### src/hdl/median3_moving_average_sensor_macros.svh
// assertion helpers for the filter rtl
`ifndef MEDIAN3_MOVING_AVERAGE_SENSOR_MACROS_SVH
`define MEDIAN3_MOVING_AVERAGE_SENSOR_MACROS_SVH

// same-cycle implication, checked out of reset
`define M3MA_ASSERT_NOW(label, clk, rst_n, ante, cons, msg) \
  label: assert property (@(posedge clk) disable iff (!rst_n) (ante) |-> (cons)) \
    else $error(msg);

// next-cycle implication, checked out of reset
`define M3MA_ASSERT_NEXT(label, clk, rst_n, ante, cons, msg) \
  label: assert property (@(posedge clk) disable iff (!rst_n) (ante) |=> (cons)) \
    else $error(msg);

`endif

### src/hdl/m3ma_pkg.sv
package m3ma_pkg;

  localparam int SAMPLE_BITS = 12;
  localparam int WINDOW      = 10;
  localparam int IN_W        = 12;
  localparam int LEVEL_W     = 16;
  localparam int GAIN_W      = 16;
  localparam int GAIN_FRAC   = 8;
  localparam int CFG_IDX_W   = 2;
  localparam int CFG_DATA_W  = 16;

  // running sum holds WINDOW full-scale samples
  localparam int SUM_W       = SAMPLE_BITS + $clog2(WINDOW);

  // exact divide by WINDOW: floor(x * RECIP_M >> RECIP_SHIFT) for x < 2**SUM_W
  localparam int    RECIP_SHIFT = SUM_W + $clog2(WINDOW);
  localparam int    RECIP_W     = SUM_W + 1;
  localparam longint RECIP_NUM  = (longint'(1) << RECIP_SHIFT) + longint'(WINDOW) - 1;
  localparam logic [RECIP_W-1:0] RECIP_M = RECIP_W'(RECIP_NUM / WINDOW);

  localparam int PROD_W = SAMPLE_BITS + GAIN_W;

  typedef logic [IN_W-1:0]        raw_t;
  typedef logic [SAMPLE_BITS-1:0] sample_t;
  typedef logic [SUM_W-1:0]       sum_t;
  typedef logic [LEVEL_W-1:0]     level_t;
  typedef logic [GAIN_W-1:0]      gain_t;
  typedef logic [CFG_IDX_W-1:0]   cfg_idx_t;
  typedef logic [CFG_DATA_W-1:0]  cfg_data_t;

  typedef enum logic [CFG_IDX_W-1:0] {
    REG_FILTER_ENABLE = 2'd0,
    REG_GAIN_ENABLE   = 2'd1,
    REG_GAIN          = 2'd2
  } cfg_reg_t;

  localparam gain_t  GAIN_RESET = gain_t'(256);
  localparam level_t LEVEL_MAX  = '1;

endpackage

### src/hdl/m3ma_in_if.sv
interface m3ma_in_if;
  import m3ma_pkg::*;

  logic valid;
  logic ready;
  raw_t sample_first;
  raw_t sample_second;
  raw_t sample_third;

  modport source (output valid, output sample_first, output sample_second,
                  output sample_third, input ready);
  modport sink   (input valid, input sample_first, input sample_second,
                  input sample_third, output ready);
endinterface

### src/hdl/m3ma_out_if.sv
interface m3ma_out_if;
  import m3ma_pkg::*;

  logic   valid;
  logic   ready;
  level_t level;

  modport source (output valid, output level, input ready);
  modport sink   (input valid, input level, output ready);
endinterface

### src/hdl/m3ma_window.sv
module m3ma_window (
  input  logic              clk,
  input  logic              rst_n,
  input  logic              push,
  input  m3ma_pkg::sample_t s_first,
  input  m3ma_pkg::sample_t s_second,
  input  m3ma_pkg::sample_t s_third,
  output m3ma_pkg::sum_t    sum_new,
  output m3ma_pkg::sum_t    sum_cur
);
  import m3ma_pkg::*;

  sample_t taps_r [WINDOW];
  sum_t    sum_r;
  sum_t    sum_nxt;
  sample_t lo;
  sample_t hi;
  sample_t med;

  // median of three
  always_comb begin
    if (s_first > s_second) begin
      lo = s_second;
      hi = s_first;
    end else begin
      lo = s_first;
      hi = s_second;
    end
    if (s_third > hi) begin
      med = hi;
    end else if (s_third > lo) begin
      med = s_third;
    end else begin
      med = lo;
    end
  end

  // oldest tap leaves, newest median enters
  assign sum_nxt = sum_r - sum_t'(taps_r[0]) + sum_t'(med);

  always_ff @(posedge clk) begin
    if (!rst_n) begin
      sum_r <= '0;
      for (int i = 0; i < WINDOW; i++) begin
        taps_r[i] <= '0;
      end
    end else if (push) begin
      sum_r <= sum_nxt;
      for (int i = 0; i < WINDOW - 1; i++) begin
        taps_r[i] <= taps_r[i+1];
      end
      taps_r[WINDOW-1] <= med;
    end
  end

  assign sum_new = sum_nxt;
  assign sum_cur = sum_r;

endmodule

### src/hdl/median3_moving_average_sensor.sv
// median-of-three then moving-average sensor filter with output gain
//
// in_chan carries one beat per reading: three raw 12-bit conversions.
// out_chan carries one beat per reading: the 16-bit level.
// cfg_we/cfg_index/cfg_data write filter_enable (0), gain_enable (1) and
// gain (2, unsigned 8.8); other indexes are ignored. write only while idle.
//
// pipeline: a beat accepted on in_chan shows on out_chan after the
// median/window stage, divide-by-window stage and gain/saturate stage.
// throughput: one beat per cycle unless out_chan stalls, set by the
// running-sum register, which updates in the cycle a reading is accepted.
// when out_chan stalls the three stages fill up; in_chan.ready drops only
// once all three hold a reading, and rises again as soon as one moves on.
// reset (synchronous, rst_n low) clears the window and the running sum,
// empties the pipeline and loads filter on, gain off, gain 1.0. the level
// ramps up over the first WINDOW filtered readings as the zeros age out.
module median3_moving_average_sensor (
  input  logic                clk,
  input  logic                rst_n,
  m3ma_in_if.sink             in_chan,
  m3ma_out_if.source          out_chan,
  input  logic                cfg_we,
  input  m3ma_pkg::cfg_idx_t  cfg_index,
  input  m3ma_pkg::cfg_data_t cfg_data
);
  import m3ma_pkg::*;
  `include "median3_moving_average_sensor_macros.svh"

  // config registers
  logic  filter_enable_r;
  logic  gain_enable_r;
  gain_t gain_r;

  always_ff @(posedge clk) begin
    if (!rst_n) begin
      filter_enable_r <= 1'b1;
      gain_enable_r   <= 1'b0;
      gain_r          <= GAIN_RESET;
    end else if (cfg_we) begin
      case (cfg_index)
        REG_FILTER_ENABLE: filter_enable_r <= cfg_data[0];
        REG_GAIN_ENABLE:   gain_enable_r   <= cfg_data[0];
        REG_GAIN:          gain_r          <= gain_t'(cfg_data);
        default: ;
      endcase
    end
  end

  // stage handshake: a stage moves when it is empty or the next one moves
  logic v1_r, v2_r, out_valid_r;
  logic rdy1, rdy2, rdy3;
  logic in_beat;

  assign rdy3    = !out_valid_r || out_chan.ready;
  assign rdy2    = !v2_r || rdy3;
  assign rdy1    = !v1_r || rdy2;
  assign in_beat = in_chan.valid && rdy1;

  assign in_chan.ready = rdy1;

  // stage 1: median and window update at accept (window only while filtering)
  sample_t s_first, s_second, s_third;
  sum_t    win_sum_new;
  sum_t    win_sum;
  sum_t    val1_r, val1_nxt;
  logic    filt1_r;

  // samples masked (or widened) to the working sample width
  assign s_first  = sample_t'(in_chan.sample_first);
  assign s_second = sample_t'(in_chan.sample_second);
  assign s_third  = sample_t'(in_chan.sample_third);

  m3ma_window u_window (
    .clk      (clk),
    .rst_n    (rst_n),
    .push     (in_beat && filter_enable_r),
    .s_first  (s_first),
    .s_second (s_second),
    .s_third  (s_third),
    .sum_new  (win_sum_new),
    .sum_cur  (win_sum)
  );

  // bypass keeps the first sample, window untouched
  assign val1_nxt = filter_enable_r ? win_sum_new : sum_t'(s_first);

  // stage 2: mean by reciprocal multiply, or the bypass value passed on
  logic [SUM_W+RECIP_W-1:0] div_prod;
  sample_t                  val2_r, val2_nxt;

  assign div_prod = (SUM_W+RECIP_W)'(val1_r) * (SUM_W+RECIP_W)'(RECIP_M);
  assign val2_nxt = filt1_r ? sample_t'(div_prod >> RECIP_SHIFT) : sample_t'(val1_r);

  // stage 3: gain, drop fraction, saturate (pass-through while gain is off)
  logic [PROD_W-1:0] gain_prod;
  logic [PROD_W-1:0] gain_scaled;
  level_t            level_r, level_nxt;

  assign gain_prod   = PROD_W'(val2_r) * PROD_W'(gain_r);
  assign gain_scaled = gain_prod >> GAIN_FRAC;

  always_comb begin
    if (!gain_enable_r) begin
      level_nxt = level_t'(val2_r);
    end else if (gain_scaled > PROD_W'(LEVEL_MAX)) begin
      level_nxt = LEVEL_MAX;
    end else begin
      level_nxt = level_t'(gain_scaled);
    end
  end

  // pipeline control
  always_ff @(posedge clk) begin
    if (!rst_n) begin
      v1_r        <= 1'b0;
      v2_r        <= 1'b0;
      out_valid_r <= 1'b0;
    end else begin
      if (rdy1) begin
        v1_r <= in_chan.valid;
      end
      if (rdy2) begin
        v2_r <= v1_r;
      end
      if (rdy3) begin
        out_valid_r <= v2_r;
      end
    end
  end

  // pipeline payload
  always_ff @(posedge clk) begin
    if (in_beat) begin
      val1_r  <= val1_nxt;
      filt1_r <= filter_enable_r;
    end
    if (v1_r && rdy2) begin
      val2_r <= val2_nxt;
    end
    if (v2_r && rdy3) begin
      level_r <= level_nxt;
    end
  end

  assign out_chan.valid = out_valid_r;
  assign out_chan.level = level_r;

  // checks
  `M3MA_ASSERT_NOW(a_full_when_blocked, clk, rst_n, !in_chan.ready,
                   v1_r && v2_r && out_valid_r, "input blocked with a free stage")
  `M3MA_ASSERT_NEXT(a_accept_fills_s1, clk, rst_n, in_beat, v1_r,
                    "accepted beat lost at stage one")
  `M3MA_ASSERT_NEXT(a_bypass_keeps_sum, clk, rst_n, in_beat && !filter_enable_r,
                    $stable(win_sum), "bypass beat moved the window")

endmodule

### src/flat_wrapper.sv
// flat-port wrapper written by rule: the top's interface ports become plain ports
module median3_moving_average_sensor_flat import m3ma_pkg::*;
  (clk, rst_n, cfg_we, cfg_index, cfg_data, in_chan_valid, in_chan_sample_first, in_chan_sample_second, in_chan_sample_third, in_chan_ready, out_chan_valid, out_chan_level, out_chan_ready);
  m3ma_in_if in_chan_i ();
  m3ma_out_if out_chan_i ();
  input  logic clk;
  input  logic rst_n;
  input  logic cfg_we;
  input  m3ma_pkg::cfg_idx_t cfg_index;
  input  m3ma_pkg::cfg_data_t cfg_data;
  input wire logic [$bits(in_chan_i.valid)-1:0] in_chan_valid;
  input wire logic [$bits(in_chan_i.sample_first)-1:0] in_chan_sample_first;
  input wire logic [$bits(in_chan_i.sample_second)-1:0] in_chan_sample_second;
  input wire logic [$bits(in_chan_i.sample_third)-1:0] in_chan_sample_third;
  output wire logic [$bits(in_chan_i.ready)-1:0] in_chan_ready;
  output wire logic [$bits(out_chan_i.valid)-1:0] out_chan_valid;
  output wire logic [$bits(out_chan_i.level)-1:0] out_chan_level;
  input wire logic [$bits(out_chan_i.ready)-1:0] out_chan_ready;
  assign in_chan_i.valid = in_chan_valid;
  assign in_chan_i.sample_first = in_chan_sample_first;
  assign in_chan_i.sample_second = in_chan_sample_second;
  assign in_chan_i.sample_third = in_chan_sample_third;
  assign in_chan_ready = in_chan_i.ready;
  assign out_chan_valid = out_chan_i.valid;
  assign out_chan_level = out_chan_i.level;
  assign out_chan_i.ready = out_chan_ready;
  median3_moving_average_sensor u_core (.clk(clk), .rst_n(rst_n), .in_chan(in_chan_i), .out_chan(out_chan_i), .cfg_we(cfg_we), .cfg_index(cfg_index), .cfg_data(cfg_data));
endmodule
### config.mk
export PLATFORM = sky130hd
export DESIGN_NAME = median3_moving_average_sensor_flat
export DESIGN_NICKNAME = d
export VERILOG_FILES = /design/src/hdl/m3ma_pkg.sv /design/src/hdl/m3ma_in_if.sv /design/src/hdl/m3ma_out_if.sv /design/src/hdl/m3ma_window.sv /design/src/hdl/median3_moving_average_sensor.sv /design/src/flat_wrapper.sv
export VERILOG_INCLUDE_DIRS = /design/src /design/src/hdl
export SDC_FILE = /design/constraint.sdc
export NUM_CORES = 1
export LEC_CHECK = 0
export BUFFER_PORTS_ARGS = -buffer_cell sky130_fd_sc_hd__buf_2
export CAP_MARGIN = 20
export CORE_MARGIN = 1.5
export CORE_UTILIZATION = 60
export DETAILED_ROUTE_END_ITERATION = 8
export GPL_ROUTABILITY_DRIVEN = 0
export MAX_ROUTING_LAYER = met4
export PLACE_DENSITY = 0.78
export SKIP_LAST_GASP = 1
export SLEW_MARGIN = 5
export SYNTH_ARGS = -nofsm -noshare
export SYNTH_HDL_FRONTEND = slang
export SYNTH_HIERARCHICAL = 1
export SYNTH_SLANG_ARGS = --single-unit
export TNS_END_PERCENT = 5
### constraint.sdc
create_clock -name clk -period 8.5 [get_ports clk]
set_clock_uncertainty 0.15 [all_clocks]
set_input_delay 1.7 -clock clk [delete_from_list [all_inputs] [get_ports clk]]
set_output_delay 1.7 -clock clk [all_outputs]
set_load 0.02 [all_outputs]
==> impl_results.md, run 1 <==
- Most frequent CP cell: ha_1
- Post-synthesis sequential area ratio: 27.3%
- Max clock buf depth: 3
- Total CTS buffers: 23
- Post-synth EDFFs: 165
- Root buf cell: clkbuf_16
- Post-CTS Hold Buffers: 0
- Rows: 68
- Final period util: 92.1%
- H-Tree Depth: 1
- Min Tclk post-route: 7.83 ns
- GRT Util Overall: 27.8%
- CP startpoint kind: primary input
- Post-Syn Area: 20900 µm²
- Relative slew slack: 29.6%
- Layout Area Growth over Synthesis: 7.36%
- Die Ht: 190 µm
- Crit path DAT: 7.95 ns
- Leading cell type in the layout, fill and taps excluded: inv_1
- TritonRoute pass-1 iters: 9
- Starting Density: 60.7%
- Die W: 190 µm
- Antenna violations before repair: 1
- Final #Nets: 2604
- Largest net degree at the start of global routing: 142
- Total global routing overflow: 0
- Skew-Pair Late Insertion Delay: 0.54 ns
- Avg Cell Area, Syn: 10.2 µm²
- DR iter-0 viols: 1011
- DPL Wire Length: 35.3 mm
- R2R Setup Slk: 1.48 ns
- Footprint of the multi-input gates: 13300 µm²
- Yosys warnings: 6
- Worst hold path class: flip-flop to flip-flop
- Layout cell share with drive strength beyond 1: 9.95%
- Syn_nets: 2580
- Routed WL per cell: 18.3 µm
- Fillers: 2666
- Layout Cells excl Fill: 2547
- Via count: 14900
- CP max stage cell: o31a_1
- RSZ-0062 raised after global routing: false
- I/O pin count: 77
- Core footprint: 34400 µm²
- Hold Worst Slack: 0.349 ns
- Worst Path Required: 8.63 ns
- Post-Synthesis Cells: 2050
- Placed insts: 2503
- Worst-path clk slew: 0.07 ns
- Commonest non-fill, non-tap cells in the layout: 373 x inv_1, 239 x ha_1, 232 x fa_1
- CP endpoint kind: flip-flop
- Failing checks: DRC
- Residual DRC: 1
- Post-route ant nets: 0
- CTS sink cnt: 202
- Vias in the first global route: 15500
- Hold Violations, Final: 0
- Max-slew violations: 0
- WL final: 46.5 mm
- Vias/cell: 5.87
- Post-synthesis sequential element count: 202
- Setup Viol. Count Final: 0
- Ys async rst share: 0%
- Status: finished, violations left
- Highest clock rate: 128 MHz
- Max-Cap Viols: 0
- Netlist cell types: 70
- First-pass GRT wire length: 77.2 mm
- Actual slew at the worst max-slew pin: 1.06 ns
- Max stage delay on crit path: 0.61 ns
- Setup Buffers After CTS: 0
- PostCTS Resize Cnt: 0
- Die area: 35900 µm²
- Commonest register cell after synthesis: edfxtp_1
- IO Port Bufs: 76
- Storage cell area: 5700 µm²
- CTS tree: yes
- Critical path class: primary input to flip-flop
- Post-Route Setup TNS: 0 ns
- CP Max Fanout: 24
## cells in the mapped netlist, types with 4 or more instances
master / count / area share [%]
and3_1: 112 / 3.4
nor2b_1: 22 / 0.66
clkbuf_1: 72 / 1.3
o31ai_1: 6 / 0.22
and2_1: 66 / 2.0
o21a_1: 7 / 0.25
a31oi_1: 20 / 0.60
o31a_1: 13 / 0.55
buf_6: 4 / 0.22
xnor2_1: 29 / 1.2
inv_1: 374 / 6.7
a21oi_1: 78 / 1.9
a311oi_2: 9 / 0.65
mux2_2: 30 / 1.6
ha_1: 239 / 14
dfxtp_1: 37 / 3.5
nor3_1: 6 / 0.14
nand4_1: 16 / 0.48
a22o_1: 4 / 0.17
nor2_1: 58 / 1.0
a21o_1: 15 / 0.54
mux2i_1: 15 / 0.72
nand2_1: 199 / 3.6
nand3_1: 12 / 0.29
nand4b_1: 4 / 0.17
edfxtp_1: 165 / 24
a21boi_0: 24 / 0.86
a311oi_1: 5 / 0.21
a211oi_1: 8 / 0.29
buf_2: 17 / 0.41
fa_1: 232 / 22
o32ai_1: 11 / 0.46
xor2_1: 18 / 0.76
o211ai_1: 33 / 1.2
a211oi_2: 13 / 0.78
o21ai_0: 28 / 0.67
## state kept, by name, indices dropped and copies added, names as in the netlist
signal / count
u_core/filt1_r: 1
u_core/filter_enable_r: 1
u_core/gain_enable_r: 1
u_core/gain_r: 16
u_core/out_chan.level: 16
u_core/out_chan.valid: 1
u_core/u_window/sum_cur: 16
u_core/u_window/taps_r: 120
u_core/v1_r: 1
u_core/v2_r: 1
u_core/val1_r: 16
u_core/val2_r: 12
## path summary, 6_finish.rpt
check / from / to / cells after the start
hold / removal: u_core/u_window/sum_cur[9] / u_core/u_window/sum_cur[9] / 1
setup reg to reg: u_core/val2_r[8] / u_core/out_chan.level[12] / 19
hold reg to reg: u_core/u_window/sum_cur[9] / u_core/u_window/sum_cur[9] / 1
setup / recovery: in_chan_sample_second[10] / u_core/val1_r[15] / 26
## worst max-delay path, delay by kind of cell
kind	cells	cell delay, ns
AO/OA/AOI/OAI	9	2.56
buffers and inverters	5	0.73
multiplexers	1	0.29
AND/OR/NAND/NOR	6	0.88
adder cells (fa/ha/maj)	4	1.53
XOR/XNOR	1	0.22
## area by class of cell
type	instances	share of cell area (%)
repair buffers	97	2.56
inverters	374	6.28
flip-flops and latches	202	25.4
clock buffers	28	2.89
diodes	1	0.0112
multi-input cells	1376	59.6
well taps	455	2.54
clock inverters	14	0.732
## logic make-up after synthesis
logic type / count (synthesis) / share of synthesized area, %
fa+ha+maj: 471 / 36.6
buf+inv: 472 / 8.79
simple gates: 508 / 12.2
flops: 202 / 27.3
compound gates: 304 / 10.7
xor+xnor: 48 / 2.08
mux: 45 / 2.34
## through the flow
step | worst slack [ns] | cell area, µm² | utilization, %
final | 0.673 | 22400 | 65.2
after global routing | 0.333 | 22400 | 65.2
after CTS | 0.808 | 22400 | 65.1
after detailed placement | 0.251 | 21600 | 62.7
after global placement | 0.421 | 21600 | 62.7
after floorplan | 0.928 | 20900 | -
## metal layers
metal / wire [µm] / share of wire [%] / vias to the layer above / track usage (%)
met5: 0 / 0 / - / -
met4: 1970 / 4.2 / 0 / 11.1
met3: 2740 / 5.9 / 132 / 3.02
met2: 22700 / 49 / 540 / 46.6
met1: 19200 / 41 / 7375 / 34.6
li1: - / - / 6898 / -
Power of run 1 is left out: the tool's default activity adds up to more than one toggle a clock period on the data nets, which glitch-free logic cannot reach.
==> run 2: changes to the inputs <==
--- a/config.mk
+++ b/config.mk
@@ -18,6 +18,5 @@
 export SLEW_MARGIN = 5
 export SYNTH_ARGS = -nofsm -noshare
 export SYNTH_HDL_FRONTEND = slang
-export SYNTH_HIERARCHICAL = 1
 export SYNTH_SLANG_ARGS = --single-unit
 export TNS_END_PERCENT = 5
==> run 2 against run 1 <==
  * The run now ends clean
  * Routed wire length is 6.0% lower
  * Non-clock buffer count is 7 lower
  * First-iteration DRC count is 30% lower
  * Sequential cell count stayed put
  * Cell count is 2.6% lower
  * Synthesized cell count is 3.3% lower
  * Critical path depth is 3 higher
  * Worst hold slack worse by 0.039 ns
  * Setup slack worse by 0.24 ns
  * Largest cell class unchanged
  * Highest routed layer unchanged
==> impl_results.md, run 2 <==
- Status: complete, no violations
- Final period util: 95.0%
- Layout cell share with drive strength beyond 1: 9.50%
- Max stage delay on crit path: 0.52 ns
- Highest clock rate: 124 MHz
- Syn_nets: 2513
- H-Tree Depth: 1
- Post-synthesis sequential element count: 202
- Total global routing overflow: 0
- Total CTS buffers: 23
- Hold Violations, Final: 0
- Leading cell type in the layout, fill and taps excluded: inv_1
- Most frequent CP cell: a21o_1
- Top cell type's share of synthesized area: 24.3%
- Cell with the most instances after synthesis: inv_1
- N_diodes: 0
- Worst Path Required: 8.73 ns
- Min Tclk post-route: 8.07 ns
- Post-CTS Hold Buffers: 0
- Critical path class: primary input to flip-flop
- Post-Syn Area: 20400 µm²
- Commonest non-fill, non-tap cells in the layout: 367 x inv_1, 239 x ha_1, 232 x fa_1
- PostCTS Resize Cnt: 0
- Max clock buf depth: 3
- RSZ-0062 raised after global routing: false
- Die area: 35200 µm²
- R2R Setup Slk: 1.66 ns
- Largest net degree at the start of global routing: 124
- GRT Util Overall: 27.2%
- Ys async rst share: 0%
- Setup slack at placement: -0.0314 ns
- Routed WL per cell: 17.6 µm
- Post-synth top cells: 367 x inv_1, 239 x ha_1, 232 x fa_1
- I/O pin count: 77
- Worst-path clk slew: 0.06 ns
- TritonRoute pass-1 iters: 5
- CTS tree: yes
- Starting Density: 60.9%
- Yosys warnings: 0
- Actual slew at the worst max-slew pin: 0.985 ns
- Worst hold path class: flip-flop to flip-flop
- Rows: 67
- Cell taking the most area after synthesis: edfxtp_1
- Final #Nets: 2545
- Avg Cell Area, Syn: 10.3 µm²
- Vias/cell: 5.68
- Post-synthesis sequential area ratio: 27.9%
- Post-synth EDFFs: 165
- Max-Cap Viols: 0
- Vias in the first global route: 15300
- Biggest register: u_core.u_window.taps_r
- Setup Buffers After CTS: 0
- Hold Worst Slack: 0.310 ns
- WL final: 43.7 mm
- Max FFs per register: 120
- Die W: 188 µm
- CP endpoint kind: flip-flop
- Layout Area Growth over Synthesis: 7.58%
- DR iter-0 viols: 712
- Max-slew violations: 0
- Antenna violations before repair: 0
- Residual DRC: 0
- First-pass GRT wire length: 74.9 mm
- Post-route ant nets: 0
- Skew-Pair Late Insertion Delay: 0.52 ns
- Via count: 14100
- Post-Synthesis Cells: 1983
- CP Max Fanout: 10
- Root buf cell: clkbuf_16
- Crit path DAT: 8.30 ns
- Setup ws final: 0.428 ns
- Core footprint: 33500 µm²
- DPL Wire Length: 33.4 mm
- Synth area leaders: edfxtp_1 24%, fa_1 23%, ha_1 15%, inv_1 6.7%, and3_1 3.9%
- Setup Viol. Count Final: 0
- IO Port Bufs: 76
- Netlist cell types: 71
- CTS sink cnt: 202
- CP max stage cell: a2111o_1
- Relative slew slack: 34.3%
- Die Ht: 188 µm
- Commonest register cell after synthesis: edfxtp_1
- CP startpoint kind: primary input
==> run 2: logic make-up (layout without fill, tap and decap cells) <==
family                     Yosys count  count (layout)  share of synthesized area (%)
buffers and inverters              451             500                           8.44
adders and majority gates          471             471                           37.4
xor gates and xnor gates            33              33                           1.48
muxes                               58              58                           3.04
and+or+nand+nor                    541             541                           13.5
DFF                                202             202                           27.9
AOI/OAI and AO/OA                  227             227                           8.24
==> run 2: path summary, 6_finish.rpt <==
kind                                   start                          to  cells after the start
setup / recovery    in_chan_sample_second[1]           u_core.val1_r[15]                     29
setup reg to reg           u_core.val2_r[10]    u_core.out_chan.level[0]                     17
hold / removal    u_core.u_window.sum_cur[3]  u_core.u_window.sum_cur[3]                      2
hold reg to reg   u_core.u_window.sum_cur[3]  u_core.u_window.sum_cur[3]                      2
==> run 2: per-layer routing <==
layer,wire (µm),vias up,global-route usage [%]
met3,2390,93,3.57
met1,18400,6990,34.3
li1,-,6620,-
met4,1480,0,9.29
met5,0,-,-
met2,21500,371,45.6
==> run 2: through the flow <==
step	instances	instance area (µm²)	setup TNS (ns)	utilization, %
2_1_floorplan	1983	20400	0	-
3_3_place_gp	2438	21100	0	63.1
3_5_place_dp	2438	21100	-0.0607	63.1
4_1_cts	2480	22000	0	65.5
5_1_grt	2480	22000	0	65.5
6_report	2480	22000	0	65.5
==> run 2: cell type report <==
| cell class | count | area [µm²] |
|---|---|---|
| flip-flops and latches | 202 | 5700 |
| inverters | 368 | 1380 |
| fillers | 2547 | 11600 |
| clock inverters | 11 | 184 |
| clock buffers | 31 | 646 |
| well taps | 448 | 561 |
| multi-input cells | 1330 | 13000 |
| repair buffers | 90 | 485 |
==> run 2: worst max-delay path, delay by kind of cell <==
| family | cells | cell delay [ns] |
|---|---|---|
| simple gates | 3 | 0.50 |
| buf+inv | 4 | 0.43 |
| fa+ha+maj | 4 | 1.40 |
| mux | 1 | 0.25 |
| xor+xnor | 1 | 0.29 |
| compound gates | 16 | 3.70 |
Power of run 2 is left out for the same reason.
